==> config.mk <==
export PLATFORM = sky130hd
export DESIGN_NAME = bitmap_section_allocator_core
export DESIGN_NICKNAME = d
export VERILOG_FILES = /design/src/hdl/bsa_pkg.sv /design/src/hdl/bitmap_section_allocator_core.sv
export SDC_FILE = /design/constraint.sdc
export NUM_CORES = 1
export LEC_CHECK = 0
export BUFFER_PORTS_ARGS = -buffer_cell sky130_fd_sc_hd__buf_2
export CAP_MARGIN = 20
export CORE_MARGIN = 5
export CORE_UTILIZATION = 35
export DETAILED_ROUTE_END_ITERATION = 7
export HOLD_SLACK_MARGIN = 0.12
export SYNTH_ARGS = -nofsm -noshare
export SYNTH_HDL_FRONTEND = slang
export SYNTH_SLANG_ARGS = --single-unit
==> constraint.sdc <==
create_clock -name clk -period 3.81 [get_ports clk]
set_clock_uncertainty 0.1 [all_clocks]
set_input_delay 0.381 -clock clk [delete_from_list [all_inputs] [get_ports clk]]
set_output_delay 0.381 -clock clk [all_outputs]
set_load 0.02 [all_outputs]
==> src/hdl/bsa_pkg.sv <==
// ----------------------------------------------------------------------------
// bsa_pkg
// Shared types, codes and helpers for the bitmap section allocator.
// ----------------------------------------------------------------------------
package bsa_pkg;

  localparam int SECTION_COUNT_DEF = 64;
  localparam int SECTION_SHIFT_DEF = 20;
  localparam int ADDR_W            = 32;
  localparam int ROW_BITS          = 64;
  localparam int COL_W             = 6;
  localparam int STATUS_W          = 2;
  localparam int CFG_ADDR_W        = 3;
  localparam int M_TDATA_W         = 40;

  typedef enum logic [STATUS_W-1:0] {
    STATUS_GRANTED = 2'd0,
    STATUS_NO_FREE = 2'd1,
    STATUS_FREED   = 2'd2,
    STATUS_RANGE   = 2'd3
  } status_t;

  typedef enum logic {
    FUNC_ALLOC = 1'b0,
    FUNC_FREE  = 1'b1
  } func_t;

  typedef enum logic [2:0] {
    ST_IDLE,
    ST_ALLOC,
    ST_FREE_RD,
    ST_FREE_WR,
    ST_DONE
  } state_t;

  localparam logic [CFG_ADDR_W-1:0] REG_REGION_BASE = 3'd0;

  // lowest clear bit of a row; only meaningful when the row is not all ones
  function automatic logic [COL_W-1:0] first_zero(input logic [ROW_BITS-1:0] row);
    logic [COL_W-1:0] col;
    col = '0;
    for (int i = ROW_BITS - 1; i >= 0; i--) begin
      if (!row[i]) begin
        col = COL_W'(i);
      end
    end
    return col;
  endfunction

endpackage

==> src/hdl/bitmap_section_allocator_core.sv <==
// ----------------------------------------------------------------------------
// bitmap_section_allocator_core
// First-free allocator over a bitmap of fixed-size sections held in a
// synchronous row memory of 64-bit words.
//
//  channel  dir  handshake          payload
//  s        in   s_tvalid/s_tready  s_tuser = func, s_tdata = release_address
//  m        out  m_tvalid/m_tready  m_tdata = granted_address, status
//  apb      in   psel/penable       region_base at byte address 0
//
// Allocate scans 64-bit rows in order, 1 to ceil(SECTION_COUNT/64) of them,
// then marks the first clear bit; an in-range free reads its row and clears the bit.
// The scan reads one map row a cycle through the single memory port.
// Reset clears row valid flags at once; an unwritten row reads as all free.
// A new word is taken while a result waits in the output register; the
// sequencer holds in its final state only while that register stays full.
// ----------------------------------------------------------------------------
module bitmap_section_allocator_core
  import bsa_pkg::*;
#(
  parameter int SECTION_COUNT = SECTION_COUNT_DEF,
  parameter int SECTION_SHIFT = SECTION_SHIFT_DEF
) (
  input  logic                  clk,
  input  logic                  rst,
  input  logic                  s_tvalid,
  output logic                  s_tready,
  input  logic [ADDR_W-1:0]     s_tdata,   // [31:0] release_address
  input  logic                  s_tuser,   // [0] func
  output logic                  m_tvalid,
  input  logic                  m_tready,
  output logic [M_TDATA_W-1:0]  m_tdata,   // [31:0] granted_address, [33:32] status
  input  logic                  psel,
  input  logic                  penable,
  input  logic                  pwrite,
  input  logic [CFG_ADDR_W-1:0] paddr,
  input  logic [31:0]           pwdata,
  output logic [31:0]           prdata,
  output logic                  pready
);

  localparam int ROWS      = (SECTION_COUNT + ROW_BITS - 1) / ROW_BITS;
  localparam int ROW_W     = (ROWS > 1) ? $clog2(ROWS) : 1;
  localparam int IDX_W     = ROW_W + COL_W;
  localparam int SPAN_W    = IDX_W + SECTION_SHIFT;
  localparam int LAST_COLS = SECTION_COUNT - ROW_BITS * (ROWS - 1);
  localparam logic [ROW_BITS-1:0] LAST_MASK =
    (LAST_COLS == ROW_BITS) ? '1 : ((ROW_BITS'(1) << LAST_COLS) - ROW_BITS'(1));
  localparam logic [ROW_W-1:0] LAST_ROW = ROW_W'(ROWS - 1);

  logic [ADDR_W-1:0]   region_base;
  state_t              state, state_next;

  logic [ROW_BITS-1:0] mem [0:ROWS-1];
  logic [ROWS-1:0]     row_valid;
  logic [ROW_BITS-1:0] rd_data;
  logic                rd_valid;

  logic                mem_re;
  logic                mem_we;
  logic [ROW_W-1:0]    mem_addr;
  logic [ROW_BITS-1:0] mem_wdata;

  logic [ROW_W-1:0]    scan_row;
  logic [IDX_W-1:0]    idx;
  logic [ADDR_W-1:0]   offset;
  status_t             status;

  logic                s_accept;
  logic                out_load;
  logic                in_range;
  logic [ROW_BITS-1:0] row_raw;
  logic [ROW_BITS-1:0] row_busy;
  logic                row_hit;
  logic [COL_W-1:0]    hit_col;
  logic [IDX_W-1:0]    free_idx;
  logic [SPAN_W-1:0]   span_wide;
  logic [SPAN_W+ADDR_W-1:0] span_ext;
  logic [ADDR_W-1:0]   grant_addr;

  assign pready = 1'b1;
  assign prdata = (paddr == REG_REGION_BASE) ? region_base : 32'd0;

  always_ff @(posedge clk) begin
    if (rst) begin
      region_base <= '0;
    end else if (psel && penable && pwrite && paddr == REG_REGION_BASE) begin
      region_base <= pwdata;
    end
  end

  assign s_accept = s_tvalid && s_tready;
  assign row_raw  = rd_valid ? rd_data : '0;
  assign row_busy = row_raw | ((scan_row == LAST_ROW) ? ~LAST_MASK : '0);
  assign row_hit  = !(&row_busy);
  assign hit_col  = first_zero(row_busy);
  assign in_range = (offset >> SECTION_SHIFT) < ADDR_W'(SECTION_COUNT);
  assign free_idx = IDX_W'(offset >> SECTION_SHIFT);

  always_comb begin
    state_next = state;
    unique case (state)
      ST_IDLE: begin
        if (s_accept) begin
          state_next = (func_t'(s_tuser) == FUNC_ALLOC) ? ST_ALLOC : ST_FREE_RD;
        end
      end
      ST_ALLOC: begin
        if (row_hit || scan_row == LAST_ROW) begin
          state_next = ST_DONE;
        end
      end
      ST_FREE_RD: state_next = in_range ? ST_FREE_WR : ST_DONE;
      ST_FREE_WR: state_next = ST_DONE;
      ST_DONE: begin
        if (out_load) begin
          state_next = ST_IDLE;
        end
      end
      default: state_next = ST_IDLE;
    endcase
  end

  always_comb begin
    s_tready  = 1'b0;
    mem_re    = 1'b0;
    mem_we    = 1'b0;
    mem_addr  = '0;
    mem_wdata = row_raw;
    out_load  = 1'b0;
    unique case (state)
      ST_IDLE: begin
        s_tready = 1'b1;
        mem_re   = s_accept && func_t'(s_tuser) == FUNC_ALLOC;
      end
      ST_ALLOC: begin
        if (row_hit) begin
          mem_we    = 1'b1;
          mem_addr  = scan_row;
          mem_wdata = row_raw | (ROW_BITS'(1) << hit_col);
        end else if (scan_row != LAST_ROW) begin
          mem_re   = 1'b1;
          mem_addr = scan_row + ROW_W'(1);
        end
      end
      ST_FREE_RD: begin
        mem_re   = in_range;
        mem_addr = free_idx[IDX_W-1:COL_W];
      end
      ST_FREE_WR: begin
        mem_we    = 1'b1;
        mem_addr  = idx[IDX_W-1:COL_W];
        mem_wdata = row_raw & ~(ROW_BITS'(1) << idx[COL_W-1:0]);
      end
      ST_DONE: out_load = !m_tvalid || m_tready;
      default: ;
    endcase
  end

  always_ff @(posedge clk) begin
    if (mem_we) begin
      mem[mem_addr] <= mem_wdata;
    end
    if (mem_re) begin
      rd_data <= mem[mem_addr];
    end
  end

  always_ff @(posedge clk) begin
    if (rst) begin
      row_valid <= '0;
      rd_valid  <= 1'b0;
    end else begin
      if (mem_we) begin
        row_valid[mem_addr] <= 1'b1;
      end
      if (mem_re) begin
        rd_valid <= row_valid[mem_addr];
      end
    end
  end

  always_ff @(posedge clk) begin
    if (rst) begin
      state <= ST_IDLE;
    end else begin
      state <= state_next;
    end
  end

  always_ff @(posedge clk) begin
    unique case (state)
      ST_IDLE: begin
        scan_row <= '0;
        offset   <= s_tdata - region_base;
      end
      ST_ALLOC: begin
        if (row_hit) begin
          idx    <= {scan_row, hit_col};
          status <= STATUS_GRANTED;
        end else if (scan_row == LAST_ROW) begin
          status <= STATUS_NO_FREE;
        end else begin
          scan_row <= scan_row + ROW_W'(1);
        end
      end
      ST_FREE_RD: begin
        idx    <= free_idx;
        status <= in_range ? STATUS_FREED : STATUS_RANGE;
      end
      default: ;
    endcase
  end

  assign span_wide  = {idx, {SECTION_SHIFT{1'b0}}};
  assign span_ext   = (SPAN_W + ADDR_W)'(span_wide);
  assign grant_addr = (status == STATUS_GRANTED) ? region_base + span_ext[ADDR_W-1:0] : '0;

  always_ff @(posedge clk) begin
    if (rst) begin
      m_tvalid <= 1'b0;
    end else if (out_load) begin
      m_tvalid <= 1'b1;
    end else if (m_tready) begin
      m_tvalid <= 1'b0;
    end
  end

  always_ff @(posedge clk) begin
    if (out_load) begin
      m_tdata <= {{(M_TDATA_W - ADDR_W - STATUS_W){1'b0}}, status, grant_addr};
    end
  end

endmodule

## After elaboration in Yosys (flattened, before gate mapping)

Memories as Yosys holds them, arrays and structs flattened. A register that Yosys moved wholly into a read port is not among the register bits.
Index checks and enable logic that the tools add are counted.

| operators by class | value |
|---|---|
| add/sub/neg operators | 3 |
| magnitude comparators | 3 |
| reduce and logical (&&, ||, !) cells | 20 |
| shift operators | 2 |
| equality and inequality tests | 9 |
| mux-type cells | 97 |
| bitwise operators | 6 |

Operators with widths:

| cell | number |
|---|---|
| 2-to-1 mux 6 bit | 64 |
| 2-to-1 mux 64 bit | 2 |
| one-hot mux 64 bit (2 select lines) | 1 |
| << shifter 1 x 6 -> 64 bit, first input constant | 2 |
| bitwise AND 64 bit | 1 |
| NOT 64 bit | 1 |
| OR 64 bit | 1 |
| AND reduction 64 bit | 1 |
| adder 32 x 27 -> 32 bit | 1 |
| 2-to-1 mux 32 bit | 1 |
| subtractor 32 bit | 1 |
| one-hot mux 3 bit (5 select lines) | 1 |
| 2-to-1 mux 1 bit | 14 |
| one-hot mux 7 bit (2 select lines) | 1 |
| < comparator 12 x 7 -> 1 bit, second input constant | 1 |
| 2-to-1 mux 3 bit | 4 |
| != test 2 bit, second input constant | 4 |
| 2-to-1 mux 7 bit | 1 |
| equality test 3 x 2 -> 1 bit, second input constant | 2 |
| logical AND 1 bit | 6 |
| zero test 3 bit | 2 |
| 2-to-1 mux 2 bit | 3 |
| one-hot mux 1 bit (3 select lines) | 2 |
| nonzero test 2 bit | 3 |
| 15 further kinds | 20 |

| storage, ports and cells | value |
|---|---|
| output and inout bits | 75 |
| input port bits | 75 |
| memory bits (writable) | 64 |
| bits in registers | 114 |
| logic and storage cells | 152 |
| memories | 1 |

Memory list:

| name | words | bits a word | read ports | clocked after Yosys merged registers in | write ports | line | RTL |
|---|---|---|---|---|---|---|---|
| mem | 1 | 64 | 1 | 1 | 1 | bitmap_section_allocator_core.sv:54 | `logic [ROW_BITS-1:0] mem [0:ROWS-1];` |

## Logic depth before layout (Yosys ltp)

Gate-level depths: netlist (run 1).

| depth | value |
|---|---|
| depth in word-level cells | 69 |
| depth in mapped cells | 11 |
| mapped depth without buffers | 11 |

## Least setup slack after synthesis (run 1)

OpenSTA, ideal clock, no wires.

| timing | value |
|---|---|
| path type | flip-flop to flip-flop |
| start point | register rd_valid |
| end point | register rd_valid |
| slack | 1 ps |
| stages on the path, launching flop included | 10 |
| library setup time | 128 ps |
| path buffers | 1 |
| period minus slack after synthesis | 3,809 ps |
| data required time | 3,582 ps |
| data arrival time | 3,581 ps |
| cells stage by stage | dfxtp_1 -> buf_4 -> nand3_1 -> nor3_1 -> nand3_1 -> nor2_1 -> nand3_1 -> o211ai_2 -> mux2i_1 -> nor2_1 |

| between the ends | value |
|---|---|
| word-level cells in the longest chain between the ends | 4 |

Ends and longest elaborated chain:

| element | line | RTL |
|---|---|---|
| from (decl) | bitmap_section_allocator_core.sv:57 | `logic rd_valid;` |
| from (signal assigned) | bitmap_section_allocator_core.sv:178 | `rd_valid <= row_valid[mem_addr];` |
| 2-to-1 mux 64 bit | bitmap_section_allocator_core.sv:93 | `assign row_raw = rd_valid ? rd_data : '0;` |
| AND reduction 64 bit | bitmap_section_allocator_core.sv:95 | `assign row_hit = !(&row_busy);` |
| 2-to-1 mux 1 bit | bitmap_section_allocator_core.sv:137 | `if (row_hit) begin` |
| one-hot mux 1 bit (3 select lines) | bitmap_section_allocator_core.sv:131 | `unique case (state)` |
| via mem_re | bitmap_section_allocator_core.sv:59 | `logic mem_re;` |

The timed path passes the listed nets, and every way through them passes these cells.
A chain may end at the register's enable or synchronous reset.

## Worst setup path after layout (run 1)

Ends and elaborated chain as after synthesis.

==> impl_metrics.env, run 1 <==
export IMPL_netlist_area_leader_share_pct=50.18
export IMPL_grt_max_degree=66
export IMPL_regArea_mm2=0.006287
export IMPL_status="finished, final reports clean"
export IMPL_num_rows=65
export IMPL_fillers=2945
export IMPL_synth_distinct_cells=63
export IMPL_syn_to_final_growth_pct=20.68
export IMPL_rsz0062_at_grt="false"
export IMPL_slew_headroom_pct=30.81
export IMPL_path_max_fanout=65
export IMPL_antenna_found_initial=2
export IMPL_vias=8675
export IMPL_synth_top_area_cell="edfxtp_1"
export IMPL_synth_avg_cell_area_um2=10.57
export IMPL_tns_ps=0
export IMPL_multiInputGateArea_mm2=0.004338
export IMPL_wirelength_um=30630
export IMPL_netlist_instances=1042
export IMPL_crit_path_start="rd_valid"
export IMPL_regToRegSetupSlack_ps=540
export IMPL_htreeDepth=1
export IMPL_p_total_mw=5.628
export IMPL_internal_power_mw=4.252
export IMPL_reg2reg_from="rd_valid"
export IMPL_cts_clk_slew_worst_paths_ps=60
export IMPL_ios=150
export IMPL_r2r_end="rd_valid"
export IMPL_wl_per_cell_um=18.70
export IMPL_drtIter0Drc=691
export IMPL_pwr_share_comb_pct=8.9
export IMPL_initial_core_util_pct=35.16
export IMPL_endpoint_kind="flop"
export IMPL_drive_above_1_share_pct=18.12
export IMPL_routabilityCongestion=0.8937
export IMPL_drc=0
export IMPL_max_slew_worst_pin_slew_ps=1027
export IMPL_rr_worst_depth=9
export IMPL_p_per_area_mw_per_mm2=423.6
export IMPL_diodes=0
export IMPL_cts_tree="built"
export IMPL_start_kind="flop"
export IMPL_cts_resized=0
export IMPL_cts_num_sinks=222
export IMPL_seq_power_share_pct=51.6
export IMPL_synth_flop_cell="edfxtp_1"
export IMPL_ys_warn_count=0
export IMPL_first_pass_iters=5
export IMPL_nNetsFinal=1330
export IMPL_pwr_share_clk_pct=39.5
export IMPL_fmax_mhz=305.5
export IMPL_ys_seq_elements=222
export IMPL_grtUsageTotal_pct=17.03
export IMPL_final_hold_violation_count=0
export IMPL_syn_cell_area_mm2=0.01101
export IMPL_ir_drop_v=0.0003284
export IMPL_drv_cap=0
export IMPL_final_area_mm2=0.01329
export IMPL_clockBufferDepth=3
export IMPL_dp_cells=1558
export IMPL_fin_crit_sh_pct=85.93
export IMPL_postPlaceCellArea_mm2=0.01219
export IMPL_leakagePower_nw=4.614
export IMPL_fin_cells=1638
export IMPL_die_x_um=187.4
export IMPL_cp_endpoint="rd_valid"
export IMPL_min_period_ps=3274
export IMPL_portBuffers=142
export IMPL_core_area_mm2=0.03131
export IMPL_die_y_um=187.4
export IMPL_synth_most_common_cell="edfxtp_1"
export IMPL_yosysSeqAreaShare_pct=57.09
export IMPL_root_buffer="clkbuf_16"
export IMPL_yosys_top_cells_area="edfxtp_1 50%, dfxtp_1 6.9%, nand2_1 4.8%, ha_1 4.2%, o21ai_0 3.5%"
export IMPL_clkLatencyLatePin_ps=530
export IMPL_grt_pass1_wl_um=48340
export IMPL_synthTopCellsByCount="184 x edfxtp_1, 141 x nand2_1, 76 x o21ai_0, 70 x nor2_1, 56 x a21oi_1"
export IMPL_worst_slack_ps=536.3
export IMPL_cp_required_ps=4100
export IMPL_swShare_pct=24.45
export IMPL_crit_type="reg -> reg"
export IMPL_dpl_hpwl_um=22200
export IMPL_pre_cts_ws_ps=561.1
export IMPL_grt_pass1_vias=8670
export IMPL_via_per_inst=5.296
export IMPL_finalSetupViolations=0
export IMPL_holdCritPathClass="in -> reg"
export IMPL_die_area_mm2=0.03511
export IMPL_slew_viol_final=0
export IMPL_async_flop_share_pct=0
export IMPL_critPathArrivalTime_ps=3560
export IMPL_p_switching_mw=1.376
export IMPL_detail_route_antenna_nets=0
export IMPL_synth_edf_count=184
export IMPL_overflow=0
export IMPL_numCtsBuffers=25
-- worst max-delay path, cell delays in order (launching register included) --
cell and delay [ps]:
dfxtp_2 640, nand3_1 210, nor3_1 460, nand3_1 250, nor2_1 260, nand3_1 290, o211ai_4 270, buf_12 350
mux2i_1 230, nor2_1 50
-- logic make-up after synthesis --
| group | count (synthesis) | share of synthesized area (%) |
|---|---|---|
| adder cells (fa/ha/maj) | 38 | 4.386 |
| AND/OR/NAND/NOR | 374 | 16.14 |
| flip-flops | 222 | 57.09 |
| buffers and inverters | 105 | 3.977 |
| XOR/XNOR | 16 | 1.273 |
| AO/OA/AOI/OAI | 283 | 16.87 |
| multiplexers | 2 | 0.1932 |
| other | 2 | 0.06821 |
-- power by group through the flow --
stage / Clock [mW] / Sequential (mW) / Combinational [mW]
finish: 2.22 / 2.91 / 0.499
CTS: 2.28 / 2.90 / 0.500
global route: 2.38 / 2.92 / 0.554
detailed placement: 0 / 2.95 / 0.471
floorplan: 0 / 2.94 / 0.283
global placement: 0 / 2.95 / 0.466
-- worst min-delay path by stage --
| stage | start | to | cells after the start | slack (ps) |
|---|---|---|---|---|
| final | m_tready | m_tvalid | 4 | 140 |
| after floorplan | mem[0][0] | rd_data[0] | 0 | 300 |
| after global routing | m_tready | m_tvalid | 4 | 180 |
| after CTS | m_tready | m_tvalid | 4 | 130 |
| after detailed placement | mem[0][10] | rd_data[10] | 0 | 300 |
| after global placement | mem[0][5] | rd_data[5] | 0 | 300 |
-- flip-flops by register name, summed over array words and instances (netlist names) --
register	cells
idx	7
scan_row	1
m_tvalid	1
offset	12
status	2
state	3
rd_valid	1
rd_data	64
m_tdata	34
region_base	32
mem	64
row_valid	1
-- repair_timing --
item                                    in CTS  in global routing
setup buffers                                0                  0
hold buffers                                33                  0
endpoints found under the setup margin       0                  0
endpoints found under the hold margin       33                  0
-- layout by cell type, fill, tap and decap left out, drive strengths merged, types with 5 or more instances in the layout --
cell and n:
dfxtp 38, o211ai 50, o21ai 92, or2 6, nand3 30, a21oi 56, clkinv 11, edfxtp 184
a21o 8, inv 54, xor2 7, or3 9, a2111oi 5, nand4 16, and2 41, clkbuf 32
dlygate4sd3 33, nor2b 11, nand2 141, o311ai 15, o21a 6, conb 7, o2111ai 5, nor3 18
a211oi 9, nand2b 12, buf 162, and4 6, xnor2 9, a31oi 10, ha 37, and3 7
nor2 71
-- per-stage QoR --
stage / hold slack [ps] / utilization [%]
finish: 141.7 / 42.44
global route: 179.0 / 42.44
CTS: 125.4 / 42.37
detailed placement: 304.5 / 38.94
global placement: 300.5 / 38.94
floorplan: 300.3 / -
-- cell type report --
class	count	share of cell area, %
clock inverters	14	0.6968
flip-flops and latches	222	47.32
clock buffers	32	4.906
inverters	53	1.497
repair buffers	195	9.153
well taps	402	3.785
multi-input cells	720	32.65
-- layer usage --
| layer | vias to the layer above | part of all wire, % | global-route usage, % |
|---|---|---|---|
| li1 | 4194 | - | - |
| met1 | 4066 | 42 | 22.39 |
| met2 | 346 | 46 | 28.04 |
| met3 | 65 | 7.9 | 3.751 |
| met4 | 4 | 3.1 | 5.631 |
| met5 | - | 0.088 | 0 |
(Power assumes the default switching activity.)
==> run 2, diff against run 1 <==
GPL_TIMING_DRIVEN = 0   (was unset)
==> impl_metrics.env, run 2 (synthesized netlist as in run 1, its figures left out) <==
export IMPL_rr_worst_depth=6
export IMPL_pwr_share_clk_pct=38.9
export IMPL_core_area_mm2=0.03131
export IMPL_drive_above_1_share_pct=17.36
export IMPL_leakagePower_nw=4.672
export IMPL_holdCritPathClass="in -> reg"
export IMPL_cts_clk_slew_worst_paths_ps=60
export IMPL_internal_power_mw=4.260
export IMPL_syn_to_final_growth_pct=22.24
export IMPL_fin_cells=1675
export IMPL_vias=9003
export IMPL_dpl_hpwl_um=23980
export IMPL_grtUsageTotal_pct=17.96
export IMPL_routabilityCongestion=0.9552
export IMPL_final_hold_violation_count=0
export IMPL_final_area_mm2=0.01346
export IMPL_wirelength_um=32620
export IMPL_slew_viol_final=0
export IMPL_die_area_mm2=0.03511
export IMPL_ios=150
export IMPL_slew_headroom_pct=32.88
export IMPL_p_total_mw=5.628
export IMPL_initial_core_util_pct=35.16
export IMPL_grt_pass1_wl_um=50390
export IMPL_cts_tree="built"
export IMPL_first_pass_iters=5
export IMPL_drc=0
export IMPL_max_slew_worst_pin_slew_ps=997.7
export IMPL_pre_cts_ws_ps=39.00
export IMPL_critPathArrivalTime_ps=3520
export IMPL_cp_required_ps=3850
export IMPL_grt_max_degree=65
export IMPL_fillers=2910
export IMPL_tns_ps=0
export IMPL_clockBufferDepth=3
export IMPL_num_rows=65
export IMPL_final_cell_mix="184 x edfxtp_1, 145 x buf_2, 141 x nand2_1"
export IMPL_p_switching_mw=1.369
export IMPL_start_kind="flop"
export IMPL_die_y_um=187.4
export IMPL_drv_cap=0
export IMPL_drtIter0Drc=903
export IMPL_cts_resized=0
export IMPL_status="finished, final reports clean"
export IMPL_path_max_fanout=64
export IMPL_crit_type="reg -> reg"
export IMPL_worst_slack_ps=333.6
export IMPL_seq_power_share_pct=51.4
export IMPL_postPlaceCellArea_mm2=0.01235
export IMPL_min_period_ps=3476
export IMPL_cts_num_sinks=222
export IMPL_layout_commonest_cell="edfxtp_1"
export IMPL_diodes=0
export IMPL_grt_pass1_vias=8987
export IMPL_regToRegSetupSlack_ps=330
export IMPL_clkLatencyLatePin_ps=520
export IMPL_ir_drop_v=0.0002466
export IMPL_numCtsBuffers=25
export IMPL_detail_route_antenna_nets=0
export IMPL_wl_per_cell_um=19.47
export IMPL_root_buffer="clkbuf_16"
export IMPL_p_per_area_mw_per_mm2=418.2
export IMPL_swShare_pct=24.32
export IMPL_fin_crit_sh_pct=91.24
export IMPL_rsz0062_at_grt="false"
export IMPL_via_per_inst=5.375
export IMPL_antenna_found_initial=1
export IMPL_finalSetupViolations=0
export IMPL_fmax_mhz=287.7
export IMPL_htreeDepth=1
export IMPL_endpoint_kind="flop"
export IMPL_overflow=0
export IMPL_pwr_share_comb_pct=9.7
export IMPL_nNetsFinal=1369
export IMPL_die_x_um=187.4
export IMPL_hold_depth=2
export IMPL_hold_ws_ps=160.6
export IMPL_final_util_pct=42.99
export IMPL_dp_cells=1594
export IMPL_reg_top3="mem: 64 flops, rd_data: 64 flops, m_tdata: 34 flops"
export IMPL_portBuffers=141
-- run 2: repair_timing --
item	in CTS	in global routing
setup buffers	0	4
hold buffers	33	0
endpoints found under the setup margin	0	49
hold endpoints to repair	33	0
-- run 2: power groups by stage --
stage,logic [mW],registers [mW],clock network [mW]
2_1_floorplan,0.283,2.94,0
3_3_place_gp,0.479,2.95,0
3_5_place_dp,0.510,2.94,0
4_1_cts,0.538,2.89,2.25
5_1_grt,0.601,2.90,2.34
6_report,0.548,2.89,2.19
-- run 2: final timing paths --
path / endpoint / startpoint
worst min register to register: rd_data[26] / mem[0][26]
worst max-delay path: mem[0][22] / rd_valid
worst max register to register: mem[0][22] / rd_valid
worst min-delay path: rd_valid / rst
-- run 2: area by class of cell --
cell class	count	area [um^2]	share of cell area, %
Buffer	52	239.0	1.776
Clock buffer	34	689.4	5.122
Clock inverter	10	51.30	0.3811
Inverter	53	198.9	1.478
Multi-Input combinational cell	720	4334	32.20
Sequential cell	222	6286	46.70
Tap cell	402	503.0	3.737
Timing Repair Buffer	182	1157	8.599
-- run 2: worst max-delay path, stage by stage, from the launching register on --
cell     delay [ps]
dfxtp_1         300
buf_4           210
buf_2           300
nand4_1         190
nor4_1          890
nand3_1         460
o21a_4          590
-- run 2: metal layers --
metal | share of wire (%) | global-route usage [%] | routed length [um]
met5 | 0.040 | 0 | 13
met3 | 7.8 | 3.191 | 2543
met1 | 42 | 23.76 | 13700
met4 | 3.1 | 5.802 | 1020
met2 | 47 | 30.04 | 15340
==> run 3, diff against run 2 <==
clock period = 3.8 ns   (was 3.81 ns; I/O delays follow)
==> impl_metrics.env, run 3 (synthesized netlist as in run 1, its figures left out) <==
export IMPL_layout_commonest_cell="edfxtp_1"
export IMPL_cp_required_ps=3930
export IMPL_finalSetupViolations=0
export IMPL_ios=150
export IMPL_via_per_inst=5.397
export IMPL_grt_pass1_wl_um=50240
export IMPL_grt_max_degree=65
export IMPL_p_total_mw=5.594
export IMPL_diodes=0
export IMPL_core_area_mm2=0.03131
export IMPL_vias=9018
export IMPL_overflow=0
export IMPL_critPathArrivalTime_ps=3640
export IMPL_slew_headroom_pct=35.06
export IMPL_grtUsageTotal_pct=17.93
export IMPL_final_hold_violation_count=0
export IMPL_cts_tree="built"
export IMPL_die_x_um=187.4
export IMPL_max_stage_delay_ps=520
export IMPL_drc=0
export IMPL_antenna_found_initial=1
export IMPL_start_kind="flop"
export IMPL_nNetsFinal=1365
export IMPL_leakagePower_nw=4.651
export IMPL_hold_ws_ps=153.5
export IMPL_initial_core_util_pct=35.16
export IMPL_die_y_um=187.4
export IMPL_max_slew_worst_pin_slew_ps=963.9
export IMPL_min_period_ps=3507
export IMPL_dpl_hpwl_um=24260
export IMPL_drv_cap=0
export IMPL_routabilityCongestion=0.9578
export IMPL_detail_route_antenna_nets=0
export IMPL_wirelength_um=33180
export IMPL_cts_clk_slew_worst_paths_ps=60
export IMPL_dp_cells=1594
export IMPL_rsz0062_at_grt="false"
export IMPL_num_rows=65
export IMPL_cts_num_sinks=222
export IMPL_reg_top3="mem: 64 flops, rd_data: 64 flops, m_tdata: 34 flops"
export IMPL_fmax_mhz=285.2
export IMPL_htreeDepth=1
export IMPL_final_cell_mix="184 x edfxtp_1, 145 x buf_2, 141 x nand2_1"
export IMPL_crit_chain="buf_4 > nand2_1 > nor3_1 > nand4_1 > or3_1 > o211ai_2 > nand2b_1 > buf_2 > o21ai_0"
export IMPL_drive_above_1_share_pct=17.42
export IMPL_status="finished, final reports clean"
export IMPL_slowest_stage="nor3_1"
export IMPL_worst_path_buf_inv=2
export IMPL_first_pass_iters=5
export IMPL_path_max_fanout=10
export IMPL_fin_cells=1671
export IMPL_slew_viol_final=0
export IMPL_die_area_mm2=0.03511
export IMPL_numCtsBuffers=24
export IMPL_drtIter0Drc=760
export IMPL_worst_slack_ps=293.5
export IMPL_clockBufferDepth=3
export IMPL_endpoint_kind="flop"
export IMPL_portBuffers=141
export IMPL_root_buffer="clkbuf_16"
export IMPL_syn_to_final_growth_pct=21.97
export IMPL_pre_cts_ws_ps=27.86
export IMPL_crit_type="reg -> reg"
export IMPL_clkLatencyLatePin_ps=520
export IMPL_fin_crit_sh_pct=92.28
export IMPL_critPathTopFamily="simple AND/OR/NAND/NOR gates"
export IMPL_ir_drop_v=0.0002951
export IMPL_holdCritPathClass="in -> reg"
export IMPL_grt_pass1_vias=8893
export IMPL_wl_per_cell_um=19.86
export IMPL_p_per_area_mw_per_mm2=416.5
==> run 3: cell types whose count changed in the layout (fill, tap and decap cells not counted), sizes merged <==
cell,previous run,this run
o211ai,50,51
buf,165,161
inv,54,53
clkbuf,70,68
clkinvlp,0,1
clkinv,9,10
==> run 3: area by class of cell <==
cell class	count	area, um^2
buffer	52	239.0
clock buffer	32	671.9
clock inverter	11	55.05
fill	2955	17880
inverter	53	198.9
multi-input combinational	721	4353
sequential	222	6286
tap	402	503.0
timing repair buffer	178	1122
==> run 3: power breakdown <==
| group | leakage [nW] | internal [mW] | switching [mW] |
|---|---|---|---|
| Sequential | 2.01 | 2.81 | 0.0919 |
| Clock | 0.356 | 1.23 | 0.916 |
| Combinational | 2.28 | 0.196 | 0.348 |
==> run 3: through the flow <==
| stage | utilization [%] | setup TNS (ps) | instance area, um^2 |
|---|---|---|---|
| floorplan | - | 0 | 11040 |
| global placement | 39.11 | -77910 | 12250 |
| detailed placement | 39.45 | 0 | 12350 |
| CTS | 42.83 | 0 | 13410 |
| global route | 42.89 | 0 | 13430 |
| finish | 42.89 | 0 | 13430 |
==> run 3: layer usage <==
layer | share of wire [%] | GRT usage [%] | vias to the layer above
met5 | 0.021 | 0 | -
met4 | 3.0 | 5.148 | 2
met3 | 8.6 | 3.901 | 70
met2 | 47 | 30.60 | 409
met1 | 41 | 23.01 | 4271
li1 | - | - | 4266
==> run 3: repair_timing <==
item	CTS	global route
endpoints found under the setup margin	0	65
resized for setup	0	1
hold buffers	33	0
hold endpoints to repair	33	0
buffers inserted	0	0
==> run 3: final timing paths <==
kind               from           to  slack, ps  cells past startpoint
max reg2reg    rd_valid   mem[0][10]        290                      9
min reg2reg  mem[0][12]  rd_data[12]        320                      0
min                 rst     rd_valid        150                      2
max            rd_valid   mem[0][10]        290                      9
==> run 3: worst register-to-register path: stages, from the launching register on <==
cell      delay (ps)
dfxtp_1          310
buf_4            190
nand2_1          110
nor3_1           520
nand4_1          190
or3_1            390
o211ai_2         370
nand2b_1         430
buf_2            400
o21ai_0          220
